File: src/sv/lsqs_pkg.sv
`default_nettype none

package lsqs_pkg;

  // Field widths fixed by the stream format
  localparam int unsigned ANGLE_W = 16;
  localparam int unsigned DIST_W  = 18;
  localparam int unsigned QRAW_W  = 8;
  localparam int unsigned COV_W   = 9;

  // Degree buckets over one revolution
  localparam int unsigned          BUCKETS     = 360;
  localparam int unsigned          BKT_W       = 9;
  localparam logic [BKT_W-1:0]     LAST_BUCKET = BKT_W'(BUCKETS - 1);

  // Scale for the valid-ratio check
  localparam logic [9:0] PERMILLE_SCALE = 10'd1000;

  // Output record queue
  localparam int unsigned FIFO_DEPTH = 8;
  localparam int unsigned PTR_W      = $clog2(FIFO_DEPTH);
  localparam int unsigned CNT_W      = PTR_W + 1;

  // Configuration register reset values
  localparam logic [17:0] RST_MIN_DIST   = 18'd200;
  localparam logic [17:0] RST_MAX_DIST   = 18'd48000;
  localparam logic [7:0]  RST_WARMUP     = 8'd3;
  localparam logic [13:0] RST_MIN_POINTS = 14'd100;
  localparam logic [8:0]  RST_MIN_COV    = 9'd270;
  localparam logic [9:0]  RST_MIN_RATIO  = 10'd100;

  typedef enum logic [2:0] {
    CFG_MIN_DIST   = 3'd0,
    CFG_MAX_DIST   = 3'd1,
    CFG_WARMUP     = 3'd2,
    CFG_MIN_POINTS = 3'd3,
    CFG_MIN_COV    = 3'd4,
    CFG_MIN_RATIO  = 3'd5
  } cfg_idx_e;

  typedef enum logic [1:0] {
    VERDICT_OK           = 2'd0,
    VERDICT_FEW_POINTS   = 2'd1,
    VERDICT_LOW_COVERAGE = 2'd2,
    VERDICT_LOW_RATIO    = 2'd3
  } verdict_e;

  typedef enum logic {
    REC_FRAME = 1'b0,
    REC_RUN   = 1'b1
  } rec_kind_e;

  typedef struct packed {
    logic [17:0] min_dist;
    logic [17:0] max_dist;
    logic [7:0]  warmup;
    logic [13:0] min_points;
    logic [8:0]  min_cov;
    logic [9:0]  min_ratio;
  } cfg_t;

  typedef struct packed {
    logic [ANGLE_W-1:0] angle_q14;
    logic [DIST_W-1:0]  distance_q2;
    logic [QRAW_W-1:0]  quality_raw;
    logic               has_point;
    logic               end_of_frame;
    logic               end_of_run;
  } in_item_t;

  typedef struct packed {
    logic [31:0]       point_count;
    logic [31:0]       valid_count;
    logic [DIST_W-1:0] nearest_q2;
    logic [DIST_W-1:0] farthest_q2;
    logic [47:0]       distance_total;
    logic [31:0]       quality_total;
    logic [COV_W-1:0]  covered_degrees;
  } stats_t;

  // Records leaving the accumulator, before the verdict is known
  typedef struct packed {
    logic        frame_vld;
    stats_t      frame;
    logic        run_vld;
    stats_t      run;
    logic [15:0] counted_frames;
  } stage_t;

  // Records ready to be written into the output queue
  typedef struct packed {
    logic     frame_vld;
    stats_t   frame;
    logic     run_vld;
    stats_t   run;
    verdict_e verdict;
  } push_t;

  typedef struct packed {
    rec_kind_e kind;
    stats_t    stats;
    verdict_e  verdict;
    logic      done;
  } out_rec_t;

endpackage

`default_nettype wire

File: src/sv/lsqs_verdict.sv
`default_nettype none

module lsqs_verdict
  import lsqs_pkg::*;
(
  input  logic   clk_i,
  input  logic   rst_ni,
  input  stage_t stage_i,
  input  cfg_t   cfg_i,
  output push_t  push_o
);

  stage_t      s3_q;
  logic [29:0] need_valid_q;
  logic [41:0] valid_scaled_q;
  logic [41:0] need_scaled_q;
  logic        few_points, low_coverage, low_ratio;
  verdict_e    verdict;

  // Record copy; its valid bits are control state
  always_ff @(posedge clk_i or negedge rst_ni) begin
    if (!rst_ni) begin
      s3_q <= '0;
    end else begin
      s3_q <= stage_i;
    end
  end

  // Products for the pass checks, one multiplier each
  always_ff @(posedge clk_i) begin
    need_valid_q   <= 30'(cfg_i.min_points) * 30'(stage_i.counted_frames);
    valid_scaled_q <= 42'(stage_i.run.valid_count) * 42'(PERMILLE_SCALE);
    need_scaled_q  <= 42'(cfg_i.min_ratio) * 42'(stage_i.run.point_count);
  end

  // Pass code, checked in priority order
  always_comb begin
    if (s3_q.counted_frames == '0) begin
      few_points = cfg_i.min_points != '0;
    end else begin
      few_points = s3_q.run.valid_count < {2'b0, need_valid_q};
    end
    low_coverage = s3_q.run.covered_degrees < cfg_i.min_cov;
    if (s3_q.run.point_count == '0) begin
      low_ratio = cfg_i.min_ratio != '0;
    end else begin
      low_ratio = valid_scaled_q < need_scaled_q;
    end
    if (few_points) begin
      verdict = VERDICT_FEW_POINTS;
    end else if (low_coverage) begin
      verdict = VERDICT_LOW_COVERAGE;
    end else if (low_ratio) begin
      verdict = VERDICT_LOW_RATIO;
    end else begin
      verdict = VERDICT_OK;
    end
  end

  always_comb begin
    push_o.frame_vld = s3_q.frame_vld;
    push_o.frame     = s3_q.frame;
    push_o.run_vld   = s3_q.run_vld;
    push_o.run       = s3_q.run;
    push_o.verdict   = verdict;
  end

endmodule

`default_nettype wire

File: config.mk
export PLATFORM = sky130hd
export DESIGN_NAME = lsqs_verdict
export DESIGN_NICKNAME = d
export VERILOG_FILES = /design/src/sv/lsqs_pkg.sv /design/src/sv/lsqs_verdict.sv
export SDC_FILE = /design/constraint.sdc
export NUM_CORES = 2
export LEC_CHECK = 0
export ABC_AREA = 1
export BUFFER_PORTS_ARGS = -buffer_cell sky130_fd_sc_hd__buf_2
export CAP_MARGIN = 40
export CORE_AREA = 4 4 334 336
export CTS_CLUSTER_DIAMETER = 100
export CTS_CLUSTER_SIZE = 12
export DETAILED_ROUTE_END_ITERATION = 10
export DIE_AREA = 0 0 338 340
export GPL_TIMING_DRIVEN = 0
export HOLD_SLACK_MARGIN = 0.06
export PLACE_DENSITY = 0.71
export SETUP_SLACK_MARGIN = 0.2
export SKIP_CTS_REPAIR_TIMING = 1
export SLEW_MARGIN = 20
export SYNTH_ARGS = -nofsm -noshare
export SYNTH_HDL_FRONTEND = slang
export SYNTH_SLANG_ARGS = --single-unit
File: constraint.sdc
create_clock -name clk_i -period 2.4 [get_ports clk_i]
set_input_delay 0.24 -clock clk_i [delete_from_list [all_inputs] [get_ports clk_i]]
set_output_delay 0.24 -clock clk_i [all_outputs]
set_load 0.01 [all_outputs]
==> impl_results.md <==
- Slowest cell delay on critical path: 0.59 ns
- Die area: 115,000 um^2
- Global Route Usage Sum: 28.6%
- Slew HR: 46.5%
- Count of cell types in the netlist: 45
- Crit-path max FO: 5
- TritonCTS clock tree: yes
- Run status: finished with violations
- Residual DRC: 0
- Setup violators final: 99
- Final net count: a little over 7,000
- EDFF count, synth: 0
- IR drop worst, VDD: 0.00166 V
- Clock Sinks: 507
- Fmax achieved: between 200 and 250 MHz
- FF+latch count, synth: approximately 500
- Yosys warning count: 0
- Largest net degree at the start of global routing: between 90 and 100
- HPWL Detailed: approximately 140 mm
- Final setup margin: -2.30 ns
- Vias in the first global route: 33,400
- Crit-path slowest cell: fa_1
- CTS buffer count: 52
- Maximum clock insertion buffer count: 3
- Worst setup EP type: flip-flop
- PwrDens: 1540 nW/um^2
- Max-cap violations: 0
- Setup TNS: -155.03 ns
- CTS clock-pin slew for the worst setup and hold paths: 0.07 ns
- WL final: 176 mm
- DR vias/cell: 4.82
- Critical Path RT: 2.91 ns
- Via count: 35,800
- Total congestion overflow: 0
- Chip height: around 340 um
- Root buffer cell: clkbuf_16
- RD Place Congestion: 1.02
- CP Class: input port to flip-flop
- Rows: 121
- Most frequent cells in the layout: inv_1 (814), nand2_1 (790), buf_2 (740)
- DRT iter0 DRCs: 2,785
- Worst setup SP type: input port
- Starting Density: 37.9%
- Leak pwr: 31.4 nW
- H-tree Lvls: 2
- Largest cells by area after synthesis: fa_1 (25%), dfrtp_1 (24%), ha_1 (10%)
- Mapped Area: 41,100 um^2
- Area Growth Syn to Fin: 46.2%
- Input/output buffers: 788
- Top-area cell type share of the netlist area: approximately 25%
- First-pass GRT wire length: 233 mm
- Minimum clock period: 4.70 ns
- Hold crit path type: input port to flip-flop
- Ports: 857
- Chip width: 338 um
- CP Buf/Inv Count: 8
- Critical path's top delay family: adder cells
- Largest area contributor in the netlist: fa_1
- Fill cells: a little over 9,000
- Synth Area per Inst: slightly above 9 um^2
- Final hold vios: 0
- DR pass1 iterations: 5
- Crit share post-route: 196%
- Net count after synthesis: 5,786
- Post-synth top flop: dfrtp_1
- Violated checks: negative setup slack
- Fraction of registers with async set/reset: 78.1%
- Initial antenna violation count: 98
- Fin. max-slew vios: 0
- Seq/Total Area, Yosys: 29.5%
- Post-route core utilization: 55.3%
- Syn Inst Count: 4,458
- Crit path DAT: 5.22 ns
- Share of layout cells above drive strength 1: 38.4%
- Total core area: approximately 110,000 um^2
- Drt wl/cell: 23.7 um
- Commonest non-fill, non-tap cell in the layout: inv_1
- ANT nets after route: 0
- Unrepaired setup endpoints after global routing: yes
- Least-Margin Pin Slew: about 0.80 ns
==> path summary, 6_finish.rpt <==
check | from | to | depth (start not counted)
min in group asynchronous | rst_ni | push_o[170] | 2
max in group asynchronous | rst_ni | push_o[378] | 4
min | stage_i[174] | need_scaled_q[1] | 5
max | stage_i[8] | need_valid_q[27] | 25
==> power breakdown <==
group / leakage (nW) / total [mW] / switching [mW] / internal [mW]
sequential: 5.55 / 10.8 / 0.522 / 10.3
combinational: 25.1 / 73.9 / 42.3 / 31.6
clock: 0.749 / 7.90 / 3.72 / 4.17
==> stage by stage <==
step                cell area, um^2  power (mW)  setup slack [ns]  std cells  hold slack, ns
CTS                           50700        71.9             -2.85       6747          -0.497
floorplan                     43300        49.6             -2.43       4458         -0.0556
global placement              49000        63.3             -7.20       6660           0.348
finish                        60100        92.6             -2.30       7411          0.0892
detailed placement            49100        63.5             -3.50       6664           0.238
global route                  60000        98.9             -2.42       7382          0.0991
==> cell type report <==
class                           instances  area [um^2]  share of cell area, %
Tap cell                             1414         1770                   2.95
Buffer                                497         4440                   7.40
Antenna cell                           73          183                  0.304
Clock buffer                           72         1390                   2.31
Clock inverter                         11          171                  0.285
Multi-Input combinational cell       2552        26500                   44.1
Timing Repair Buffer                 1383        10100                   16.9
Sequential cell                       507        12100                   20.2
Inverter                              902         3390                   5.65
==> layer usage <==
metal	track usage, %	part of all wire, %
met2	42.7	47
met3	7.56	9.2
met1	37.1	39
met4	17.0	5.3
met5	0	0.11
==> cell usage after synthesis (2+ instances only) <==
library cell    n
nor3_1         28
nor2_1        189
buf_4         381
nand2_1       958
xor2_1         56
a21o_1         21
o21ai_1        10
inv_1         901
ha_1          332
a21oi_1       148
o21a_1          7
o21ai_0        54
o21bai_1       12
or2_1           2
nand2_2        14
nor2_2         12
a31oi_1         8
nand3b_1        4
a21boi_0        6
nor4_1          8
o211ai_2        2
nor3_2          5
dfrtp_1       396
fa_1          521
or2_2           2
xnor2_1        18
a21oi_2         3
dfxtp_1       111
o21ai_2         4
nand4_1        25
nand3_2         5
buf_1          23
a211oi_1        2
nand3_1        84
and3_1          4
clkbuf_1       93
==> worst min-delay path, stage by stage <==
cell     delay (ns)
buf_2          0.10
buf_6          0.15
nand2_1        0.06
inv_1          0.05
ha_1           0.11
==> sequential cells by signal, indices dropped and copies added, names as in the netlist <==
| name | count |
|---|---|
| need_scaled_q | 42 |
| need_valid_q | 30 |
| push_o | 380 |
| s3_q | 16 |
| valid_scaled_q | 39 |
==> kinds of logic (layout without fill, tap and decap cells) <==
group	Yosys count	in the layout	synth area share (%)
xor gates and xnor gates	74	74	1.58
other	0	73	0
adders and majority gates	853	853	35.5
DFF	507	507	29.5
AOI/OAI and AO/OA	281	281	3.87
and+or+nand+nor	1344	1344	13.3
buffers and inverters	1399	2865	16.3
No activity file was read; power rests on OpenSTA's default activity.
