$ cat src/sv/lsqs_pkg.sv
`default_nettype none

package lsqs_pkg;

  // Field widths fixed by the stream format
  localparam int unsigned ANGLE_W = 16;
  localparam int unsigned DIST_W  = 18;
  localparam int unsigned QRAW_W  = 8;
  localparam int unsigned COV_W   = 9;

  // Degree buckets over one revolution
  localparam int unsigned          BUCKETS     = 360;
  localparam int unsigned          BKT_W       = 9;
  localparam logic [BKT_W-1:0]     LAST_BUCKET = BKT_W'(BUCKETS - 1);

  // Scale for the valid-ratio check
  localparam logic [9:0] PERMILLE_SCALE = 10'd1000;

  // Output record queue
  localparam int unsigned FIFO_DEPTH = 8;
  localparam int unsigned PTR_W      = $clog2(FIFO_DEPTH);
  localparam int unsigned CNT_W      = PTR_W + 1;

  // Configuration register reset values
  localparam logic [17:0] RST_MIN_DIST   = 18'd200;
  localparam logic [17:0] RST_MAX_DIST   = 18'd48000;
  localparam logic [7:0]  RST_WARMUP     = 8'd3;
  localparam logic [13:0] RST_MIN_POINTS = 14'd100;
  localparam logic [8:0]  RST_MIN_COV    = 9'd270;
  localparam logic [9:0]  RST_MIN_RATIO  = 10'd100;

  typedef enum logic [2:0] {
    CFG_MIN_DIST   = 3'd0,
    CFG_MAX_DIST   = 3'd1,
    CFG_WARMUP     = 3'd2,
    CFG_MIN_POINTS = 3'd3,
    CFG_MIN_COV    = 3'd4,
    CFG_MIN_RATIO  = 3'd5
  } cfg_idx_e;

  typedef enum logic [1:0] {
    VERDICT_OK           = 2'd0,
    VERDICT_FEW_POINTS   = 2'd1,
    VERDICT_LOW_COVERAGE = 2'd2,
    VERDICT_LOW_RATIO    = 2'd3
  } verdict_e;

  typedef enum logic {
    REC_FRAME = 1'b0,
    REC_RUN   = 1'b1
  } rec_kind_e;

  typedef struct packed {
    logic [17:0] min_dist;
    logic [17:0] max_dist;
    logic [7:0]  warmup;
    logic [13:0] min_points;
    logic [8:0]  min_cov;
    logic [9:0]  min_ratio;
  } cfg_t;

  typedef struct packed {
    logic [ANGLE_W-1:0] angle_q14;
    logic [DIST_W-1:0]  distance_q2;
    logic [QRAW_W-1:0]  quality_raw;
    logic               has_point;
    logic               end_of_frame;
    logic               end_of_run;
  } in_item_t;

  typedef struct packed {
    logic [31:0]       point_count;
    logic [31:0]       valid_count;
    logic [DIST_W-1:0] nearest_q2;
    logic [DIST_W-1:0] farthest_q2;
    logic [47:0]       distance_total;
    logic [31:0]       quality_total;
    logic [COV_W-1:0]  covered_degrees;
  } stats_t;

  // Records leaving the accumulator, before the verdict is known
  typedef struct packed {
    logic        frame_vld;
    stats_t      frame;
    logic        run_vld;
    stats_t      run;
    logic [15:0] counted_frames;
  } stage_t;

  // Records ready to be written into the output queue
  typedef struct packed {
    logic     frame_vld;
    stats_t   frame;
    logic     run_vld;
    stats_t   run;
    verdict_e verdict;
  } push_t;

  typedef struct packed {
    rec_kind_e kind;
    stats_t    stats;
    verdict_e  verdict;
    logic      done;
  } out_rec_t;

endpackage

`default_nettype wire

$ cat src/sv/lsqs_accum.sv
`default_nettype none

module lsqs_accum
  import lsqs_pkg::*;
#(
  parameter int unsigned MAX_FRAME_POINTS = 8192,
  parameter int unsigned QUALITY_SHIFT    = 2
) (
  input  logic     clk_i,
  input  logic     rst_ni,
  input  logic     fire_i,
  input  in_item_t item_i,
  input  cfg_t     cfg_i,
  output stage_t   stage_o
);

  localparam int unsigned     FP_W      = $clog2(MAX_FRAME_POINTS + 1);
  localparam int unsigned     QW        = QRAW_W - QUALITY_SHIFT;
  localparam logic [FP_W-1:0] FRAME_CAP = FP_W'(MAX_FRAME_POINTS);

  // Frame and run state
  logic [7:0]         frame_number_q, frame_number_d;
  logic [15:0]        counted_frames_q, counted_frames_d;
  logic [FP_W-1:0]    frame_points_q, frame_points_d;
  logic [FP_W-1:0]    frame_valid_q, frame_valid_d;
  logic [DIST_W-1:0]  frame_nearest_q, frame_nearest_d;
  logic [DIST_W-1:0]  frame_farthest_q, frame_farthest_d;
  logic [31:0]        frame_dsum_q, frame_dsum_d;
  logic [19:0]        frame_qsum_q, frame_qsum_d;
  logic [31:0]        run_points_q, run_points_d;
  logic [31:0]        run_valid_q, run_valid_d;
  logic [DIST_W-1:0]  run_nearest_q, run_nearest_d;
  logic [DIST_W-1:0]  run_farthest_q, run_farthest_d;
  logic [47:0]        run_dsum_q, run_dsum_d;
  logic [31:0]        run_qsum_q, run_qsum_d;
  logic [BUCKETS-1:0] seen_q, seen_d;
  logic [COV_W-1:0]   seen_count_q, seen_count_d;
  stage_t             stage_q, stage_d;

  // Per-point terms
  logic [QW-1:0]     qual;
  logic              counted, take, in_band, good, new_bucket;
  logic              eof, eor;
  logic [22:0]       angle_x90;
  logic [BKT_W-1:0]  bucket_raw, bucket;
  logic [32:0]       fds_sum;
  logic [20:0]       fqs_sum;
  logic [48:0]       rds_sum;
  logic [32:0]       rqs_sum;

  // Values after the point, before any end-of-frame or end-of-run clear
  logic [FP_W-1:0]   fp1, fv1;
  logic [DIST_W-1:0] fn1, ff1, rn1, rf1;
  logic [31:0]       fds1, rp1, rv1, rqs1;
  logic [19:0]       fqs1;
  logic [47:0]       rds1;
  logic [COV_W-1:0]  sc1;
  logic [15:0]       cf1;
  logic [7:0]        fnum1;

  always_comb begin
    qual       = item_i.quality_raw[QRAW_W-1:QUALITY_SHIFT];
    counted    = frame_number_q >= cfg_i.warmup;
    take       = fire_i && item_i.has_point && counted && (frame_points_q < FRAME_CAP);
    in_band    = (item_i.distance_q2 >= cfg_i.min_dist) &&
                 (item_i.distance_q2 <= cfg_i.max_dist);
    good       = take && in_band && (qual != '0);
    eor        = fire_i && item_i.end_of_run;
    eof        = fire_i && (item_i.end_of_frame || item_i.end_of_run);

    // Bucket = angle * 90 >> 14, built from shifts
    angle_x90  = {1'b0, item_i.angle_q14, 6'b0} + {3'b0, item_i.angle_q14, 4'b0} +
                 {4'b0, item_i.angle_q14, 3'b0} + {6'b0, item_i.angle_q14, 1'b0};
    bucket_raw = angle_x90[22:14];
    bucket     = (bucket_raw > LAST_BUCKET) ? LAST_BUCKET : bucket_raw;
    new_bucket = good && !seen_q[bucket];

    // Saturating sums
    fds_sum = {1'b0, frame_dsum_q} + 33'(item_i.distance_q2);
    fqs_sum = {1'b0, frame_qsum_q} + 21'(qual);
    rds_sum = {1'b0, run_dsum_q} + 49'(item_i.distance_q2);
    rqs_sum = {1'b0, run_qsum_q} + 33'(qual);

    fp1  = take ? frame_points_q + 1'b1 : frame_points_q;
    fv1  = good ? frame_valid_q + 1'b1 : frame_valid_q;
    fn1  = (good && item_i.distance_q2 < frame_nearest_q) ? item_i.distance_q2
                                                          : frame_nearest_q;
    ff1  = (good && item_i.distance_q2 > frame_farthest_q) ? item_i.distance_q2
                                                           : frame_farthest_q;
    rn1  = (good && item_i.distance_q2 < run_nearest_q) ? item_i.distance_q2
                                                        : run_nearest_q;
    rf1  = (good && item_i.distance_q2 > run_farthest_q) ? item_i.distance_q2
                                                         : run_farthest_q;
    fds1 = !good ? frame_dsum_q : (fds_sum[32] ? '1 : fds_sum[31:0]);
    fqs1 = !good ? frame_qsum_q : (fqs_sum[20] ? '1 : fqs_sum[19:0]);
    rds1 = !good ? run_dsum_q : (rds_sum[48] ? '1 : rds_sum[47:0]);
    rqs1 = !good ? run_qsum_q : (rqs_sum[32] ? '1 : rqs_sum[31:0]);
    rp1  = (take && run_points_q != '1) ? run_points_q + 1'b1 : run_points_q;
    rv1  = (good && run_valid_q != '1) ? run_valid_q + 1'b1 : run_valid_q;
    sc1  = new_bucket ? seen_count_q + 1'b1 : seen_count_q;

    // Frame bookkeeping at the end of a frame
    cf1   = (eof && counted && counted_frames_q != '1) ? counted_frames_q + 1'b1
                                                       : counted_frames_q;
    fnum1 = (eof && !counted && frame_number_q != '1) ? frame_number_q + 1'b1
                                                      : frame_number_q;
  end

  // Records caused by this item
  always_comb begin
    stage_d.frame_vld             = eof && counted;
    stage_d.frame.point_count     = 32'(fp1);
    stage_d.frame.valid_count     = 32'(fv1);
    stage_d.frame.nearest_q2      = (fv1 != '0) ? fn1 : '0;
    stage_d.frame.farthest_q2     = (fv1 != '0) ? ff1 : '0;
    stage_d.frame.distance_total  = 48'(fds1);
    stage_d.frame.quality_total   = 32'(fqs1);
    stage_d.frame.covered_degrees = sc1;
    stage_d.run_vld               = eor;
    stage_d.run.point_count       = rp1;
    stage_d.run.valid_count       = rv1;
    stage_d.run.nearest_q2        = (rv1 != '0) ? rn1 : '0;
    stage_d.run.farthest_q2       = (rv1 != '0) ? rf1 : '0;
    stage_d.run.distance_total    = rds1;
    stage_d.run.quality_total     = rqs1;
    stage_d.run.covered_degrees   = sc1;
    stage_d.counted_frames        = cf1;
  end

  // Next state: point update, then frame clear, then run clear
  always_comb begin
    frame_number_d   = fnum1;
    counted_frames_d = cf1;
    frame_points_d   = fp1;
    frame_valid_d    = fv1;
    frame_nearest_d  = fn1;
    frame_farthest_d = ff1;
    frame_dsum_d     = fds1;
    frame_qsum_d     = fqs1;
    run_points_d     = rp1;
    run_valid_d      = rv1;
    run_nearest_d    = rn1;
    run_farthest_d   = rf1;
    run_dsum_d       = rds1;
    run_qsum_d       = rqs1;
    seen_count_d     = sc1;
    seen_d           = seen_q;
    if (new_bucket) begin
      seen_d[bucket] = 1'b1;
    end
    if (eof) begin
      frame_points_d   = '0;
      frame_valid_d    = '0;
      frame_nearest_d  = '1;
      frame_farthest_d = '0;
      frame_dsum_d     = '0;
      frame_qsum_d     = '0;
    end
    if (eor) begin
      frame_number_d   = '0;
      counted_frames_d = '0;
      run_points_d     = '0;
      run_valid_d      = '0;
      run_nearest_d    = '1;
      run_farthest_d   = '0;
      run_dsum_d       = '0;
      run_qsum_d       = '0;
      seen_count_d     = '0;
      seen_d           = '0;
    end
  end

  always_ff @(posedge clk_i or negedge rst_ni) begin
    if (!rst_ni) begin
      frame_number_q   <= '0;
      counted_frames_q <= '0;
      frame_points_q   <= '0;
      frame_valid_q    <= '0;
      frame_nearest_q  <= '1;
      frame_farthest_q <= '0;
      frame_dsum_q     <= '0;
      frame_qsum_q     <= '0;
      run_points_q     <= '0;
      run_valid_q      <= '0;
      run_nearest_q    <= '1;
      run_farthest_q   <= '0;
      run_dsum_q       <= '0;
      run_qsum_q       <= '0;
      seen_q           <= '0;
      seen_count_q     <= '0;
      stage_q          <= '0;
    end else begin
      frame_number_q   <= frame_number_d;
      counted_frames_q <= counted_frames_d;
      frame_points_q   <= frame_points_d;
      frame_valid_q    <= frame_valid_d;
      frame_nearest_q  <= frame_nearest_d;
      frame_farthest_q <= frame_farthest_d;
      frame_dsum_q     <= frame_dsum_d;
      frame_qsum_q     <= frame_qsum_d;
      run_points_q     <= run_points_d;
      run_valid_q      <= run_valid_d;
      run_nearest_q    <= run_nearest_d;
      run_farthest_q   <= run_farthest_d;
      run_dsum_q       <= run_dsum_d;
      run_qsum_q       <= run_qsum_d;
      seen_q           <= seen_d;
      seen_count_q     <= seen_count_d;
      stage_q          <= stage_d;
    end
  end

  assign stage_o = stage_q;

endmodule

`default_nettype wire

$ cat config.mk
export PLATFORM = sky130hd
export DESIGN_NAME = lsqs_accum
export DESIGN_NICKNAME = d
export VERILOG_FILES = /design/src/sv/lsqs_pkg.sv /design/src/sv/lsqs_accum.sv
export SDC_FILE = /design/constraint.sdc
export NUM_CORES = 2
export LEC_CHECK = 0
export BUFFER_PORTS_ARGS = -buffer_cell sky130_fd_sc_hd__buf_2
export CORE_MARGIN = 2
export CORE_UTILIZATION = 45
export CTS_CLUSTER_DIAMETER = 200
export DETAILED_ROUTE_END_ITERATION = 10
export GPL_ROUTABILITY_DRIVEN = 0
export SKIP_CTS_REPAIR_TIMING = 1
export SYNTH_ARGS = -nofsm -noshare
export SYNTH_HDL_FRONTEND = slang
export SYNTH_SLANG_ARGS = --single-unit
$ cat constraint.sdc
create_clock -name clk_i -period 6.8 [get_ports clk_i]
set_input_delay 1.02 -clock clk_i [delete_from_list [all_inputs] [get_ports clk_i]]
set_output_delay 1.02 -clock clk_i [all_outputs]
set_load 0.03 [all_outputs]
==> flow_metrics.env <==
export IMPL_cts_buffer_depth=3
export IMPL_worst_hold_slack_ns=0.301
export IMPL_synth_edf_count=0
export IMPL_leakagePower_nw=29.9
export IMPL_worstReg2RegStart="frame_number_q[0]"
export IMPL_netlist_cell_type_count=97
export IMPL_setup_viol_count_final=0
export IMPL_crit_fanout=18
export IMPL_ys_top_cells_by_area="dfrtp_1, ha_1, a22o_1"
export IMPL_root_buffer="clkbuf_16"
export IMPL_drtIter0Drc=3524
export IMPL_grt_pass1_vias=38400
export IMPL_synthesis_instances=4623
export IMPL_arrival_ns=7.07
export IMPL_drv_slew=0
export IMPL_syn_cell_area_um2=49400
export IMPL_fin_util_pct=54.1
export IMPL_worstMarginPinSlew_ns=1.24
export IMPL_startpoint_type="input port"
export IMPL_io_buffers=421
export IMPL_htree_levels=3
export IMPL_start_util_pct=45.4
export IMPL_maxCapViolCount=0
export IMPL_fin_crit_ns=6.47
export IMPL_timing_rr_end="stage_o[122]"
export IMPL_numCtsBuffers=107
export IMPL_clk_pin_slew_ns=0.06
export IMPL_hpwl_um=102000
export IMPL_outcome="finished, final reports clean"
export IMPL_avgSynthCellArea_um2=10.7
export IMPL_antenna_left=0
export IMPL_rows=121
export IMPL_drtPass1Iterations=6
export IMPL_ys_seq_area_share_pct=51.4
export IMPL_synth_top_area_share_pct=49.5
export IMPL_ys_warn_count=0
export IMPL_dieArea_um2=112000
export IMPL_wl_per_cell_um=22.3
export IMPL_antenna_found_initial=7
export IMPL_ios=521
export IMPL_clock_skew_ns=0.0489
export IMPL_slew_headroom_pct=16.8
export IMPL_reg2reg_slack_ns=1.96
export IMPL_ys_ff_latch=1012
export IMPL_crit_path_end_kind="flip-flop"
export IMPL_postRouteWirelength_um=150000
export IMPL_synth_async_sr_flop_share_pct=100
export IMPL_drive_above_1_share_pct=20.6
export IMPL_drc_errors=0
export IMPL_placed_cell_area_um2=55000
export IMPL_power_density_nw_per_um2=304
export IMPL_grt_start_max_net_pins=179
export IMPL_avgViaCountPerCell=5.79
export IMPL_critPathRequiredTime_ns=7.41
export IMPL_dieWidth_um=335
export IMPL_grt_overflow=0
export IMPL_grt_usage_pct=26.3
export IMPL_synth_ff_type="dfrtp_1"
export IMPL_clock_latency_ns=0.72
export IMPL_cts_tree="yes"
export IMPL_fmax_ghz=0.155
export IMPL_r2r_cells=17
export IMPL_final_common_cell="dfrtp_1"
export IMPL_vdd_drop_max_mv=0.300
export IMPL_hold_viol=0
export IMPL_synth_top_cell_by_area="dfrtp_1"
export IMPL_vias=38800
export IMPL_coreArea_um2=109000
export IMPL_min_path_type="input port to asynchronous set/reset pin"
export IMPL_most_common_layout_cells="dfrtp_1, buf_2, nor2_1"
export IMPL_die_height_um=335
export IMPL_fin_crit_sh_pct=95.1
export IMPL_final_area_um2=58800
export IMPL_critPathKind="input port to flip-flop"
export IMPL_synthToLayoutAreaGrowth_pct=19.2
export IMPL_nets=5551
export IMPL_cts_sinks=1012
export IMPL_grt_pass1_wl_um=230000
## cell families (layout without fill, tap and decap cells)
logic type	after synthesis	in the layout	share of synthesized area, %
buffers and inverters	586	1194	5.33
DFF	1012	1012	51.4
and+or+nand+nor	1316	1316	13.2
other	1	66	0.00759
adders and majority gates	222	222	6.08
muxes	125	125	2.60
AOI/OAI and AO/OA	1151	1151	17.7
xor gates and xnor gates	210	210	3.74
## cells in the mapped netlist, drive strengths merged, types with 36 or more instances
| cell type | count |
|---|---|
| a211oi | 37 |
| a31oi | 82 |
| clkbuf | 195 |
| and3 | 77 |
| a222oi | 36 |
| mux2i | 98 |
| o21ai | 138 |
| xor2 | 104 |
| a22o | 228 |
| nor3 | 76 |
| dfrtp | 976 |
| ha | 192 |
| nand4 | 45 |
| xnor2 | 106 |
| buf | 154 |
| nand3 | 129 |
| a32o | 129 |
| a21o | 59 |
| inv | 237 |
| dfstp | 36 |
| a21oi | 170 |
| nor2 | 341 |
| nand2 | 302 |
| and2 | 201 |
## sequential cells by signal (all words and copies together) (netlist names)
signal	count
counted_frames_q	16
frame_dsum_q	32
frame_farthest_q	18
frame_nearest_q	18
frame_number_q	8
frame_points_q	14
frame_qsum_q	20
frame_valid_q	14
run_dsum_q	48
run_farthest_q	18
run_nearest_q	18
run_points_q	32
run_qsum_q	32
run_valid_q	32
seen_count_q	9
seen_q	360
stage_o	323
## layer usage
layer | vias up | routed length (um) | global-route usage, %
met4 | 2 | 6280 | 10.5
met2 | 1416 | 70900 | 43.2
met1 | 19400 | 62700 | 34.8
met5 | - | 11 | 0
li1 | 17700 | - | -
met3 | 330 | 9790 | 4.38
## stage by stage
stage	TNS (ns)	power, W	setup WS (ns)	cells
after floorplan	0	0.00853	0.376	4686
after global placement	-75.33	0.0115	-0.313	6509
after detailed placement	-63.70	0.0115	-0.283	6509
after CTS	0	0.0179	0.398	6708
after global routing	-0.580	0.0185	-0.0613	6710
final	0	0.0179	0.332	6710
## worst max-delay path: stages
cell and delay, ns:
buf_2 0.10, inv_1 0.09, buf_4 0.15, fa_1 0.52, inv_1 0.05, fa_1 0.45
ha_1 0.32, nand3_1 0.11, nor2_2 0.07, buf_12 0.13, a2111oi_4 0.50, nor3_1 0.15
o22a_1 0.27, a21boi_4 0.18, nand2_2 0.09, buf_12 0.17, buf_12 0.15, o2bb2ai_1 0.13
a2111oi_0 0.69, buf_4 0.22, o22ai_1 0.08, and4b_1 0.34, nand4_2 0.15, buf_12 0.20
nor4b_4 0.27, buf_12 0.27, a22o_1 0.16
## report_power, final
part	total [W]	internal, W	switching, W
clock	0.00633	0.00378	0.00255
combinational	0.00548	0.00194	0.00354
sequential	0.00605	0.00604	0.0000107
total	0.0179	0.0118	0.00610
## cell type report
type                    instances  area [um^2]
inverters                     237          892
clock buffers                 147         3070
flip-flops and latches       1012        25400
diodes                          2         5.00
well taps                    1414         1770
fillers                      9697        50000
repair buffers                758         5170
clock inverters                52          783
multi-input cells            3088        21800
## how the worst max path moves through the flow
stage	from	to	slack, ns	depth (start not counted)
6_report	item_i[32]	seen_q[113]	0.33	27
5_1_grt	item_i[35]	seen_count_q[8]	-0.06	24
4_1_cts	item_i[38]	seen_q[113]	0.40	27
3_5_place_dp	item_i[35]	seen_q[241]	-0.28	24
3_3_place_gp	item_i[35]	seen_q[145]	-0.31	24
2_1_floorplan	item_i[38]	stage_o[17]	0.38	22
No activity file was read; power rests on OpenSTA's default activity.
